<file path="src/rtl/tcw_pkg.sv">
`timescale 1ns / 1ps
// ----------------------------------------------------------------------------
// tcw_pkg
// Shared types and constants of the text console writer: command and
// character codes, field widths and the transfer payload structs.
// ----------------------------------------------------------------------------
package tcw_pkg;

  localparam int DEF_COLUMNS  = 80;
  localparam int DEF_ROWS     = 25;
  localparam int DEF_TAB_STOP = 4;

  localparam int COL_W  = 7;
  localparam int ROW_W  = 5;
  localparam int POS_W  = 12;
  localparam int CELL_W = 16;

  localparam int CFG_ADDR_W = 3;
  localparam int CFG_DATA_W = 32;

  // Register index taken from the word address bit of paddr.
  localparam logic REG_TEXT_COLOR = 1'b0;

  localparam logic [2:0] CMD_PUT_CHAR   = 3'd0;
  localparam logic [2:0] CMD_SET_CURSOR = 3'd1;
  localparam logic [2:0] CMD_WRITE_AT   = 3'd2;
  localparam logic [2:0] CMD_CLEAR      = 3'd3;
  localparam logic [2:0] CMD_READ_CELL  = 3'd4;

  localparam logic [7:0] CH_BACKSPACE = 8'h08;
  localparam logic [7:0] CH_TAB       = 8'h09;
  localparam logic [7:0] CH_NEWLINE   = 8'h0A;
  localparam logic [7:0] CH_RETURN    = 8'h0D;
  localparam logic [7:0] CH_SPACE     = 8'h20;

  localparam logic [7:0] RESET_COLOR = 8'h0F;

  typedef struct packed {
    logic [2:0] command;
    logic [7:0] char_code;
    logic [7:0] cell_color;
    logic [7:0] col_x;
    logic [7:0] row_y;
  } in_item_t;

  typedef struct packed {
    logic [COL_W-1:0]  cursor_col_out;
    logic [ROW_W-1:0]  cursor_row_out;
    logic [POS_W-1:0]  cursor_position;
    logic [CELL_W-1:0] cell_data;
  } out_item_t;

endpackage

</file>
<file path="src/rtl/tcw_cfg_regs.sv">
`timescale 1ns / 1ps
// ----------------------------------------------------------------------------
// tcw_cfg_regs
// APB-style register port holding the text color attribute.
// ----------------------------------------------------------------------------
module tcw_cfg_regs (
  input  logic                            clk,
  input  logic                            rst_n,
  input  logic                            psel,
  input  logic                            penable,
  input  logic                            pwrite,
  input  logic [tcw_pkg::CFG_ADDR_W-1:0]  paddr,
  input  logic [tcw_pkg::CFG_DATA_W-1:0]  pwdata,
  output logic [tcw_pkg::CFG_DATA_W-1:0]  prdata,
  output logic                            pready,
  output logic [7:0]                      text_color
);

  logic [7:0] text_color_r;
  logic [7:0] text_color_nxt;
  logic       wr_en;

  assign pready = 1'b1;
  assign wr_en  = psel && penable && pwrite;

  always_comb begin
    text_color_nxt = text_color_r;
    if (wr_en && (paddr[2] == tcw_pkg::REG_TEXT_COLOR)) begin
      text_color_nxt = pwdata[7:0];
    end
  end

  always_ff @(posedge clk) begin
    if (!rst_n) begin
      text_color_r <= tcw_pkg::RESET_COLOR;
    end else begin
      text_color_r <= text_color_nxt;
    end
  end

  always_comb begin
    prdata = '0;
    if (paddr[2] == tcw_pkg::REG_TEXT_COLOR) begin
      prdata = tcw_pkg::CFG_DATA_W'(text_color_r);
    end
  end

  assign text_color = text_color_r;

endmodule

</file>
<file path="config.mk">
export PLATFORM = sky130hd
export DESIGN_NAME = tcw_cfg_regs
export DESIGN_NICKNAME = d
export VERILOG_FILES = /design/src/rtl/tcw_pkg.sv /design/src/rtl/tcw_cfg_regs.sv
export SDC_FILE = /design/constraint.sdc
export NUM_CORES = 1
export LEC_CHECK = 0
export BUFFER_PORTS_ARGS = -buffer_cell sky130_fd_sc_hd__buf_2
export CAP_MARGIN = 25
export CORE_UTILIZATION = 27
export DETAILED_ROUTE_END_ITERATION = 10
export HOLD_SLACK_MARGIN = 0.1
export PLACE_DENSITY_LB_ADDON = 0.08
export SETUP_SLACK_MARGIN = 0.1
export SKIP_CTS_REPAIR_TIMING = 1
export SLEW_MARGIN = 10
export SYNTH_ARGS = -nofsm -noshare
export SYNTH_HDL_FRONTEND = slang
export SYNTH_SLANG_ARGS = --single-unit
export TNS_END_PERCENT = 10
</file>
<file path="constraint.sdc">
create_clock -name clk -period 0.8 [get_ports clk]
set_input_delay 0.12 -clock clk [delete_from_list [all_inputs] [get_ports clk]]
set_output_delay 0.12 -clock clk [all_outputs]
set_load 0.02 [all_outputs]
</file>
# After elaboration in Yosys (flattened, before gate mapping)
# Index checks and enable logic that the tools add are counted.
[totals]
ff_bits = 8
latchBits = 0
mem_bits_rw = 0
mem_bits_ro = 0
inputBits = 40
output_inout_bits = 41
memories = 0
[op_classes]
add_sub_neg = 0
multipliers = 0
div_mod_pow = 0
magnitude_cmp = 0
eq_ne = 0
shift = 0
muxes = 1
n_bitwise = 1
n_reduce_logical = 3
[op_table]
columns = ["cell", "count"]
rows = [
  ["$mux W8", 1],
  ["$logic_and A1 B1 Y1", 3],
  ["$not A1 Y1", 1],
]

# Longest topological paths before layout
# Gate-level depths: netlist (run 1).
[depth]
depth_word = 3
mapped_depth = 3
mapped_depth_nobuf = 2

# Least setup slack after synthesis (run 1)
# No wires, ideal clock.
[synth_path]
path_type = "register to output"
startpoint = "reg text_color_r[0] (netlist: text_color[0])"
endpoint = "out prdata[0] (netlist bit)"
arrival_time_ns = 0.666
required_ns = 0.680
slack_ns = 0.014
path_stages_with_launch = 2
cell_sequence = "dfxtp_1 -> and2b_2"
[synth_via]
elab_chain_cells = 1
[synth_rtl]
columns = ["element", "line_no", "source"]
rows = [
  ["from (decl)", "tcw_cfg_regs.sv:19", "logic [7:0] text_color_r;"],
  ["from (signal assigned)", "tcw_cfg_regs.sv:35", "text_color_r <= tcw_pkg::RESET_COLOR;"],
  ["from (signal assigned)", "tcw_cfg_regs.sv:37", "text_color_r <= text_color_nxt;"],
  ["$mux W8", "tcw_cfg_regs.sv:43", "if (paddr[2] == tcw_pkg::REG_TEXT_COLOR) begin"],
  ["to (decl)", "tcw_cfg_regs.sv:14", "output logic [tcw_pkg::CFG_DATA_W-1:0] prdata,"],
]
# Every way passes these cells.

# Worst setup path in the final report (run 1)
[layout_path]
startpoint = "reg text_color_r[6] (netlist: text_color[6])"
endpoint = "out prdata[6] (netlist bit)"
# The elaborated chain is that of the path after synthesis.

==> flow_summary.yaml, run 1 <==
floorplanning:
  row_count: 16
  dieWidth_um: 49.6
  die-area_mm2: 0.00246
  start_util_pct: 29.9
  ioPinCount: 81
  die_h_um: 49.6
  core_mm2: 0.00204
synthesis:
  synth_top_cell_area_share_pct: 30.7
  synth_top_family_by_area: "buffers and inverters"
  synth-xor-area-share_pct: 0
  synth_warnings: 0
  async_flop_share_pct: 0
  netlist_instances: 70
  yosys.area_share.simple_pct: 26.2
  postSynthAreaPerCell_um2: 8.72
  synth_edf_count: 0
  synthAdderAreaFrac_pct: 0
  yosys-top-cells-area: "buf_4 31%, dfxtp_1 26%, mux2i_1 13%, and2b_2 11%, nor2b_1 8.2%"
  synth_compound_area_share_pct: 0
  yosysMostFrequentCell: "buf_4"
  synthFlopType: "dfxtp_1"
  yosysTopAreaCell: "buf_4"
  seq_area_frac_synth_pct: 26.2
  ys_types: 10
  syn_area_um2: 611
  synth-seq-cells: 8
  synthMuxAreaShare_pct: 13.1
routing:
  wl_um: 1060
  num_vias: 477
  drc: 0
  drtAntennaViolNets: 0
  routedWlPerCell_um: 8.08
  dr.pass1.iters: 1
  avgViaCountPerCell: 3.64
  drtIter0Drc: 0
critical_path:
  cp-end-kind: "primary output"
  worstPathMaxFanout: 3
  path_class: "flop to primary output"
  cp.buffers_inverters: 1
  r2r_slack_ns: 0.11
  arrival_ns: 0.89
  start_kind: "flop"
  required_ns: 0.68
  startpoint: "text_color[6]"
  r2r_cells: 3
  cp_top_family: "flip-flops"
  path_cells: "and2b_2 > buf_2"
  worstReg2RegEnd: "text_color[3]"
  slowest_delay_ns: 0.32
  regToRegStartpoint: "text_color[3]"
  cp_slowest_cell: "dfxtp_2"
place:
  place_congestion: 0.659
  dpl_cell_area_um2: 706
  port_buffers: 29
  dp_slack_ns: -0.102
sta:
  hold_viol_final: 0
  period_minus_slack_ns: 1.01
  final-setup-viol-count: 16
  slew_viol_final: 0
  skew_ns: 0
  final.period_utilization_pct: 127
  finalSetupTns_ns: -2.05
  worst_slack_ns: -0.213
  timing.hold.ws_ns: 0.110
  grt_setup_unrepaired: "true"
  fmax_ghz: 0.987
clock_network:
  cts_root_buffer: "clkbuf_4"
  cts_tree: "yes"
  htree_levels: 1
  cts_buffer_depth: 2
  cts_sinks: 8
  cts_buffers: 3
  clk_latency_ns: 0.24
  clk_pin_slew_ns: 0.05
power:
  netSwitchingFraction_pct: 31.8
  ir_worst_vdd_mv: 0.507
  internal-power_mw: 0.684
  power_density_mw_per_mm2: 1210
  netSwitchingPower_mw: 0.319
  pwr-share-seq_pct: 41.4
  combPwrFrac_pct: 28.7
  leakage_nw: 0.418
  pwr-share-clk_pct: 29.9
finish:
  multiInputGateArea_um2: 334
  areaGrowthSynthToFinish_pct: 35.2
  largest_register_ffs: 8
  n_fill_cell: 206
  final_area_um2: 826
  antenna_cells: 0
  final_core_util_pct: 40.4
  finalNetCount: 146
  drive_gt1_share_pct: 51.9
  ff_latch_area_um2: 170
global_routing:
  overflow: 0
  grt_pass1_wl_um: 1480
  antenna_found_initial: 0
  track_usage_pct: 8.47
  grt_max_degree: 17
  first_global_vias: 339
worst_hold_path:
  hold_class: "primary input to flop"
  holdPathEnd: "text_color[4]"
  worstHoldStart: "pwdata[4]"
  min_delay_path_depth: 3
run_status:
  outcome: "finished with violations"
  violations: "negative setup slack"
job:
  maxCapViolCount: 0
layer usage:
metal | vias to the layer above | track usage, % | part of all wire [%]
met5 | - | 0 | 0
met4 | 0 | 8.57 | 2.2
met3 | 2 | 2.16 | 9.3
met2 | 33 | 12.2 | 46
met1 | 206 | 9.83 | 42
li1 | 236 | - | -
logic make-up (layout without fill, tap and decap cells):
kind of cell / count (synthesis) / count (layout)
mux: 8 / 8
flops: 8 / 8
buf+inv: 27 / 38
simple gates: 25 / 25
other cells: 2 / 25
power groups by stage:
stage	clock network, mW	registers (mW)	logic, mW
floorplan	0	0.434	0.271
global placement	0	0.423	0.255
detailed placement	0	0.424	0.256
CTS	0.320	0.415	0.256
global route	0.337	0.416	0.308
finish	0.299	0.415	0.288
stage by stage:
| stage | std cells | total power [mW] |
|---|---|---|
| 2_1_floorplan | 93 | 0.705 |
| 3_3_place_gp | 125 | 0.679 |
| 3_5_place_dp | 125 | 0.680 |
| 4_1_cts | 128 | 0.992 |
| 5_1_grt | 131 | 1.06 |
| 6_report | 131 | 1.00 |
worst reg2reg max path, delay by kind of cell, from the launching register on:
family / cells / cell delay [ns]
buffers and inverters: 1 / 0.11
and+or+nand+nor: 1 / 0.09
muxes: 1 / 0.07
DFF: 1 / 0.32
cell usage in the layout (no fill, tap or decap), drive strengths merged:
cell	synthesis	layout
and2b	8	8
mux2i	8	8
conb	2	25
nor2b	8	8
clkbuf	1	3
dfxtp	8	8
and4b	1	1
buf	26	35
nand2	8	8
how the worst max path moves through the flow:
stage	to	slack [ns]	cells after the start
finish	prdata[6]	-0.21	2
global route	prdata[2]	-0.24	2
CTS	prdata[7]	-0.23	2
detailed placement	text_color[3]	-0.10	4
global placement	text_color[1]	-0.1	4
floorplan	text_color[0]	0.07	3
area by class of cell:
class | count | area share [%]
Multi-Input combinational cell | 58 | 40.5
Timing Repair Buffer | 35 | 32.1
Sequential cell | 8 | 20.6
Tap cell | 27 | 4.09
Clock buffer | 3 | 2.73
Note: power is estimated with default switching activity, not from simulation.
==> run 2: changes to the inputs <==
--- a/config.mk
+++ b/config.mk
@@ -5,10 +5,10 @@
 export SDC_FILE = /design/constraint.sdc
 export NUM_CORES = 1
 export LEC_CHECK = 0
-export BUFFER_PORTS_ARGS = -buffer_cell sky130_fd_sc_hd__buf_2
 export CAP_MARGIN = 25
-export CORE_UTILIZATION = 27
+export CORE_UTILIZATION = 38
 export DETAILED_ROUTE_END_ITERATION = 10
+export DONT_BUFFER_PORTS = 1
 export HOLD_SLACK_MARGIN = 0.1
 export PLACE_DENSITY_LB_ADDON = 0.08
 export SETUP_SLACK_MARGIN = 0.1
==> flow_summary.yaml, run 2 (synthesized netlist as in run 1, its figures left out) <==
place:
  dp_slack_ns: -0.00472
  place_congestion: 0.636
  post-dp-hpwl_um: 726
  port_buffers: 0
finish:
  final_common_cell: "conb_1"
  areaGrowthSynthToFinish_pct: 9.84
  finalNetCount: 124
  drive_gt1_share_pct: 35.4
  n_fill_cell: 157
  antenna_cells: 0
  largest_register_ffs: 8
sta:
  final-setup-viol-count: 16
  hold_viol_final: 0
  skew_ns: 0
  grt_setup_unrepaired: "true"
  period_minus_slack_ns: 0.929
  finalSetupTns_ns: -1.22
  fmax_ghz: 1.08
  final.period_utilization_pct: 116
  worst_slack_ns: -0.129
  slew_viol_final: 0
  timing.hold.ws_ns: 0.00573
power:
  pwr-share-clk_pct: 31.9
  combPwrFrac_pct: 23.4
  leakage_nw: 0.316
  ir_worst_vdd_mv: 0.598
  internal-power_mw: 0.642
  netSwitchingPower_mw: 0.291
  total_power_mw: 0.933
  netSwitchingFraction_pct: 31.2
  pwr-share-seq_pct: 44.7
  power_density_mw_per_mm2: 1390
floorplanning:
  die-area_mm2: 0.00177
  dieWidth_um: 42.1
  core_mm2: 0.00151
  ioPinCount: 81
  start_util_pct: 40.5
  row_count: 14
  die_h_um: 42.1
critical_path:
  required_ns: 0.68
  path_cells: "and2b_2"
  cp.buffers_inverters: 0
  start_kind: "flop"
  cp_slowest_cell: "dfxtp_2"
  worstPathMaxFanout: 3
  cp_top_family: "flip-flops"
  path_class: "flop to primary output"
  arrival_ns: 0.81
  slowest_delay_ns: 0.33
  cp-end-kind: "primary output"
clock_network:
  cts_buffers: 3
  htree_levels: 1
  cts_buffer_depth: 2
  cts_root_buffer: "clkbuf_4"
  clk_latency_ns: 0.25
  cts_tree: "yes"
  cts_sinks: 8
  clk_pin_slew_ns: 0.05
global_routing:
  antenna_found_initial: 0
  grt_max_degree: 17
  first_global_vias: 320
  overflow: 0
  grt_pass1_wl_um: 1350
  track_usage_pct: 10.7
routing:
  avgViaCountPerCell: 4.06
  drc: 0
  dr.pass1.iters: 4
  drtIter0Drc: 1
  wl_um: 975
  num_vias: 398
  drtAntennaViolNets: 0
  routedWlPerCell_um: 9.95
job:
  maxCapViolCount: 0
run_status:
  outcome: "finished with violations"
  violations: "negative setup slack"
worst_hold_path:
  hold_class: "primary input to flop"
## run 2: final timing paths
kind,cells after the start,from,end,slack (ns)
max,1,text_color[3],prdata[3],-0.13
min,2,pwdata[4],text_color[4],0.006
max reg2reg,2,text_color[2],text_color[2],0.18
min reg2reg,2,text_color[6],text_color[6],0.47
## run 2: metrics by stage
stage / area [um2] / util, % / instances
global route: 671 / 44.5 / 98
floorplan: 707 / - / 93
detailed placement: 599 / 39.8 / 92
global placement: 599 / 39.8 / 92
CTS: 622 / 41.3 / 95
finish: 671 / 44.5 / 98
## run 2: routing by layer
metal	wire, um	up-vias	GRT usage [%]
li1	-	190	-
met1	354	177	10.3
met2	520	29	17.5
met3	86	2	4.31
met4	13	0	9.38
met5	0	-	0
## run 2: area by class of cell
type,instances,area [um2],area share (%)
Clock buffer,3,22.5,3.36
Multi-Input combinational cell,58,334,49.8
Sequential cell,8,170,25.4
Tap cell,16,20.0,2.99
Timing Repair Buffer,13,124,18.5
## run 2: worst reg2reg max path, stage by stage, from the launching register on
cell	delay (ns)
dfxtp_2	0.33
nor2b_1	0.11
mux2i_1	0.07
## run 2: power groups by stage
stage	clock [mW]	combinational, mW	sequential, mW
final	0.298	0.218	0.417
after global placement	0	0.201	0.424
after global routing	0.362	0.230	0.417
after floorplan	0	0.271	0.434
after CTS	0.326	0.202	0.415
after detailed placement	0	0.202	0.424
==> run 3: changes to the inputs <==
--- a/config.mk
+++ b/config.mk
@@ -10,7 +10,6 @@
 export DETAILED_ROUTE_END_ITERATION = 10
 export DONT_BUFFER_PORTS = 1
 export HOLD_SLACK_MARGIN = 0.1
-export PLACE_DENSITY_LB_ADDON = 0.08
 export SETUP_SLACK_MARGIN = 0.1
 export SKIP_CTS_REPAIR_TIMING = 1
 export SLEW_MARGIN = 10
==> flow_summary.yaml, run 3 (synthesized netlist as in run 1, its figures left out) <==
clock_network:
  cts_buffer_depth: 2
  cts_root_buffer: "clkbuf_4"
  cts_buffers: 3
  cts_sinks: 8
  htree_levels: 1
  clk_latency_ns: 0.25
  clk_pin_slew_ns: 0.06
  cts_tree: "yes"
routing:
  top_layer: "met4"
  wl_met1_um: 345
  num_vias: 411
  drc: 1
  routedWlPerCell_um: 9.79
  met2_length_um: 516
  wl_um: 959
  avgViaCountPerCell: 4.19
  dr_wl_met3_um: 84
  drtAntennaViolNets: 0
  dr.pass1.iters: 7
  drtIter0Drc: 2
floorplanning:
  start_util_pct: 40.5
  die_h_um: 42.1
  dieWidth_um: 42.1
  ioPinCount: 81
  die-area_mm2: 0.00177
  core_mm2: 0.00151
  row_count: 14
critical_path:
  cp_top_family: "flip-flops"
  path_class: "flop to primary output"
  required_ns: 0.68
  path_cells: "and2b_2"
  start_kind: "flop"
  cp_slowest_cell: "dfxtp_2"
  slowest_delay_ns: 0.33
  cp.buffers_inverters: 0
  worstPathMaxFanout: 3
  cp-end-kind: "primary output"
  arrival_ns: 0.81
finish:
  final_core_util_pct: 44.3
  areaGrowthSynthToFinish_pct: 9.22
  n_fill_cell: 163
  antenna_cells: 0
  largest_register_ffs: 8
  multiInputGateArea_um2: 334
  final_common_cell: "conb_1"
  ff_latch_area_um2: 170
  drive_gt1_share_pct: 35.4
  finalNetCount: 124
sta:
  worst_slack_ns: -0.132
  final.period_utilization_pct: 116
  grt_setup_unrepaired: "true"
  finalSetupTns_ns: -1.28
  hold_viol_final: 0
  final-setup-viol-count: 16
  fmax_ghz: 1.07
  slew_viol_final: 0
  period_minus_slack_ns: 0.932
  skew_ns: 0
place:
  port_buffers: 0
  place_congestion: 0.664
  post-dp-hpwl_um: 741
run_status:
  violations: "design-rule violations, negative setup slack"
  outcome: "finished with violations"
global_routing:
  track_usage_pct: 11.4
  antenna_found_initial: 0
  first_global_vias: 371
  overflow: 0
  grt_pass1_wl_um: 1490
  grt_max_degree: 17
job:
  maxCapViolCount: 0
power:
  total_power_mw: 0.946
  leakage_nw: 0.314
  power_density_mw_per_mm2: 1420
  ir_worst_vdd_mv: 0.515
worst_hold_path:
  hold_class: "primary input to flop"
## run 3: cell counts in the layout (fill, tap and decap cells not counted)
No cell type changed its count.
## run 3: cell type report
cell class / instances / share of cell area [%]
multi-input cells: 58 / 50.1
well taps: 16 / 3.00
flip-flops and latches: 8 / 25.5
repair buffers: 13 / 18.0
clock buffers: 3 / 3.38
## run 3: path summary, 6_finish.rpt
path,startpoint,endpoint,slack (ns),cells after the start
worst max register to register,text_color[3],text_color[3],0.18,2
worst min-delay path,pwdata[7],text_color[7],0.004,2
worst min register to register,text_color[6],text_color[6],0.47,2
worst max-delay path,text_color[4],prdata[4],-0.13,1
## run 3: power breakdown
part	internal, mW	switching (mW)
clock network	0.172	0.140
logic	0.0607	0.157
registers	0.409	0.00669
total	0.642	0.304
## run 3: routing by layer
metal  up-vias  GRT usage [%]
met4         0           11.3
met1       189           10.6
met3         2           2.16
li1        192              -
met2        28           20.3
met5         -              0
## run 3: stage by stage
step           area [um2]  worst slack (ns)  hold slack (ns)  cells
3_3_place_gp          599            0.0357            0.257     92
2_1_floorplan         707            0.0654            0.255     93
4_1_cts               622            -0.142         -0.00325     95
3_5_place_dp          599            0.0256            0.268     92
5_1_grt               667            -0.157           0.0160     98
6_report              667            -0.132          0.00437     98
